File: src/slfa_cell.sv
// ----------------------------------------------------------------------------
// slfa_cell
// One live list entry: a valid bit over a slot number. Takes its neighbor's
// entry when the ring rotates, or a direct write while the ring rests.
// ----------------------------------------------------------------------------
`default_nettype none

module slfa_cell #(
  parameter int EW = 9
) (
  input  wire logic          clk,
  input  wire logic          rst_n,
  input  wire logic          shift_en,
  input  wire logic [EW-1:0] nb_in,
  input  wire logic          wr_en,
  input  wire logic [EW-1:0] wr_data,
  output logic      [EW-1:0] q
);

  logic [EW-1:0] ent_r;

  always_ff @(posedge clk) begin
    if (!rst_n) begin
      ent_r <= '0;
    end else if (shift_en) begin
      ent_r <= nb_in;
    end else if (wr_en) begin
      ent_r <= wr_data;
    end
  end

  assign q = ent_r;

endmodule

`default_nettype wire

File: src/slfa_chain.sv
// ----------------------------------------------------------------------------
// slfa_chain
// Ring of live list cells. Each rotation step moves every entry one cell
// toward cell 0; the entry leaving cell 0 re-enters at the far end, possibly
// rewritten. A full turn of N steps brings every entry home.
// ----------------------------------------------------------------------------
`default_nettype none

module slfa_chain #(
  parameter int N  = 256,
  parameter int SW = 8,
  parameter int EW = 9
) (
  input  wire logic          clk,
  input  wire logic          rst_n,
  input  wire logic          shift_en,
  input  wire logic [EW-1:0] head_in,
  input  wire logic          wr_en,
  input  wire logic [SW-1:0] wr_idx,
  input  wire logic [EW-1:0] wr_data,
  output logic      [EW-1:0] head_out
);

  logic [EW-1:0] q [N];

  for (genvar i = 0; i < N; i++) begin : g_cell
    logic [EW-1:0] nb;
    if (i == N - 1) begin : g_tail
      assign nb = head_in;
    end else begin : g_mid
      assign nb = q[i+1];
    end
    slfa_cell #(.EW(EW)) u_cell (
      .clk      (clk),
      .rst_n    (rst_n),
      .shift_en (shift_en),
      .nb_in    (nb),
      .wr_en    (wr_en && (wr_idx == SW'(i))),
      .wr_data  (wr_data),
      .q        (q[i])
    );
  end

  assign head_out = q[0];

endmodule

`default_nettype wire

File: config.mk
export PLATFORM = sky130hd
export DESIGN_NAME = slfa_chain
export DESIGN_NICKNAME = d
export VERILOG_FILES = /design/src/slfa_cell.sv /design/src/slfa_chain.sv
export SDC_FILE = /design/constraint.sdc
export NUM_CORES = 2
export LEC_CHECK = 0
export BUFFER_PORTS_ARGS = -buffer_cell sky130_fd_sc_hd__buf_4
export CAP_MARGIN = 5
export CORE_ASPECT_RATIO = 0.9
export CORE_UTILIZATION = 55
export DETAILED_ROUTE_END_ITERATION = 7
export GPL_ROUTABILITY_DRIVEN = 0
export PLACE_DENSITY = 0.68
export SLEW_MARGIN = 30
export SYNTH_ARGS = -nofsm -noshare
export SYNTH_HDL_FRONTEND = slang
export SYNTH_HIERARCHICAL = 1
export SYNTH_SLANG_ARGS = --single-unit
File: constraint.sdc
create_clock -name clk -period 4.37 [get_ports clk]
set_input_delay 0.2185 -clock clk [delete_from_list [all_inputs] [get_ports clk]]
set_output_delay 0.2185 -clock clk [all_outputs]
set_load 0.1 [all_outputs]
==> impl_metrics.yaml <==
run_status:
  status: "finished, violations left"
  violations: "design-rule violations"
die:
  coreArea_sq_um: 226000
  die_w_microns: 505
  die_area_sq_um: 230000
  pin_count: 39
  rows: 165
  start_util_pct: 55.6
  dieHeight_microns: 455
sta:
  setup_viol: 0
  slew_headroom_pct: 26.6
  whs_ns: 0.0625
  post-route-period-util_pct: 55.3
  skew_ns: 0.0181
  grt_setup_unrepaired: "false"
  final.setup.worst_slack_ns: 1.95
  fmax_mhz: 414
  layout_min_cycle_time_ns: 2.42
  fin_setup_tns_ns: 0
  maxSlewViolCount: 0
  worst_pin_slew_ns: 1.10
  hold_violations: 0
worst_setup_path:
  crit_chain: "buf_4 > nand3_4 > buf_4 > nor3_2 > mux2_4 > o211a_1"
  slowest_stage: "nor3_2"
  cp.arrival_ns: 3.16
  critical_path.startpoint_type: "primary input"
  critical_path.startpoint: "wr_idx[2]"
  slowest_delay_ns: 0.87
  reg2reg_slack_ns: 3.44
  critPathCaptureType: "register"
  critPathKind: "primary input to register"
  worstPathRequired_ns: 5.12
  r2r_cells: 2
  reg2reg_from: "g_cell[34].u_cell/q[1]"
  crit_path_max_fanout: 24
  rr_endpoint: "g_cell[34].u_cell/q[1]"
  crit_top_cell: "buf_4"
worst_hold_path:
  hp-start: "shift_en"
  whs_endpoint: "g_cell[4].u_cell/q[6]"
  holdPathStages: 2
  hold_class: "primary input to register"
yosys:
  synth_xor_area_share_pct: 0
  synth.area.top_cells: "dfxtp_1 37%, mux2_4 28%, o211a_1 18%"
  synth_compound_area_share_pct: 18.4
  synth-adder-area-share_pct: 0
  synth.net_count: 10387
  ys_seq_area_share_pct: 36.8
  syn_area_sq_um: 125000
  yosys.area_share.simple_pct: 12.9
  yosys.area.top_type: "dfxtp_1"
  ys_types: 22
  syn_inst: 10357
  synth_top_area_share_pct: 36.8
  synth-seq-cells: 2304
  syn_avg_cell_area_sq_um: 12.1
  synth_top_family_by_area: "multiplexers"
  muxShareOfSynthArea_pct: 27.6
  yosysWarnings: 6
layout:
  layout_commonest_cell: "nand2b_1"
  fin_cells: 13323
  area_growth_syn_to_layout_pct: 8.98
  drive_above_1_share_pct: 31.6
  layout_common_cells: "2307 x nand2b_1, 2304 x mux2_4, 2304 x o211a_1, 2304 x dfxtp_1, 311 x buf_4"
  nNetsFinal: 10164
  largest_reg_flops: 2304
  utilization_pct: 60.6
drt:
  num_vias: 77599
  vias_per_cell: 5.82
  wl_per_cell_microns: 20.2
  ant_nets: 0
  routed_wl_microns: 270000
  drcViolationCount: 2
  drtIter0Drc: 5376
  drtPass1Iterations: 8
clock_network:
  cts_tree: "yes"
  clkTransAtPathRegs_ns: 0.06
  htreeDepth: 4
  clock_latency_ns: 0.87
  clockBufferDepth: 3
  cts_root_buf: "clkbuf_16"
  cts_setup_buffers: 0
  clock-sinks: 2304
  numCtsBuffers: 233
global_routing:
  grtUsageTotal_pct: 22.8
  grt_pass1_wl_microns: 442000
  grt_max_degree: 223
  first_global_vias: 79608
  grt.overflow.total: 0
  antenna_found_initial: 3
power_and_ir_drop:
  p_leak_nw: 74.9
  p_per_area_nw_per_um2: 361
  ir_drop_v: 0.000429
placement:
  port_buffers: 38
  dp_cells: 12891
  dp_hpwl_microns: 151000
  pre_cts_slack_ns: 1.18
flow_run:
  max-cap-violations: 0
==> metal layers <==
layer / vias up / share of wire [%] / routed length, microns / track usage, %
li1: 37453 / - / - / -
met1: 38964 / 50 / 134000 / 32.4
met2: 840 / 45 / 122000 / 36.5
met3: 340 / 3.1 / 8320 / 3.18
met4: 2 / 2.0 / 5370 / 5.37
met5: - / 0.0041 / 11 / 0
==> how the worst max path moves through the flow <==
stage | depth (start not counted) | endpoint
5_1_grt | 6 | g_cell[252].u_cell/q[5]
2_1_floorplan | 8 | g_cell[77].u_cell/q[0]
4_1_cts | 6 | g_cell[47].u_cell/q[2]
3_3_place_gp | 6 | g_cell[37].u_cell/q[3]
6_report | 6 | g_cell[44].u_cell/q[0]
3_5_place_dp | 6 | g_cell[47].u_cell/q[2]
==> critical path: cells and delay by family <==
family,cells,cell delay (ns)
simple gates,2,1.55
buf+inv,2,0.77
mux,1,0.35
compound gates,1,0.21
==> Yosys cell counts, drive strengths merged <==
master,count
nand4bb,6
nand2b,2309
mux2,2304
nand4b,4
buf,808
nand4,1
or3b,2
nand2,2
nand3,1
or2,3
nor3,228
o211a,2304
clkbuf,47
nor4,28
or4,1
nand3b,2
dfxtp,2304
or4b,3
==> power by group <==
part	switching [mW]	internal, mW
clock	8.47	11.5
sequential	0.634	22.4
combinational	2.92	3.48
total	12.0	37.3
==> cells by family (layout without fill, tap and decap cells) <==
group	Yosys count	in the layout
AO/OA/AOI/OAI	2304	2304
multiplexers	2304	2304
flip-flops	2304	2304
AND/OR/NAND/NOR	2590	2590
other	0	1
buffers and inverters	855	814
==> area by class of cell <==
type / instances / area [sq um]
Timing Repair Buffer: 397 / 3930
Clock inverter: 47 / 440
Clock buffer: 370 / 7190
Fill cell: 17928 / 89000
Sequential cell: 2304 / 46100
Antenna cell: 1 / 2.50
Tap cell: 3006 / 3760
Multi-Input combinational cell: 7198 / 75200
==> repair_timing <==
| item | in CTS | in global routing |
|---|---|---|
| hold buffers | 10 | 0 |
| gates resized for setup | 0 | 0 |
| endpoints found under the hold margin | 93 | 0 |
==> stage by stage <==
step           power (mW)  instance area, sq um
2_1_floorplan        27.9                125000
3_3_place_gp         29.5                128000
3_5_place_dp         29.7                129000
4_1_cts              49.8                136000
5_1_grt              51.4                137000
6_report             49.4                137000
Note: power is estimated with default switching activity, not from simulation.
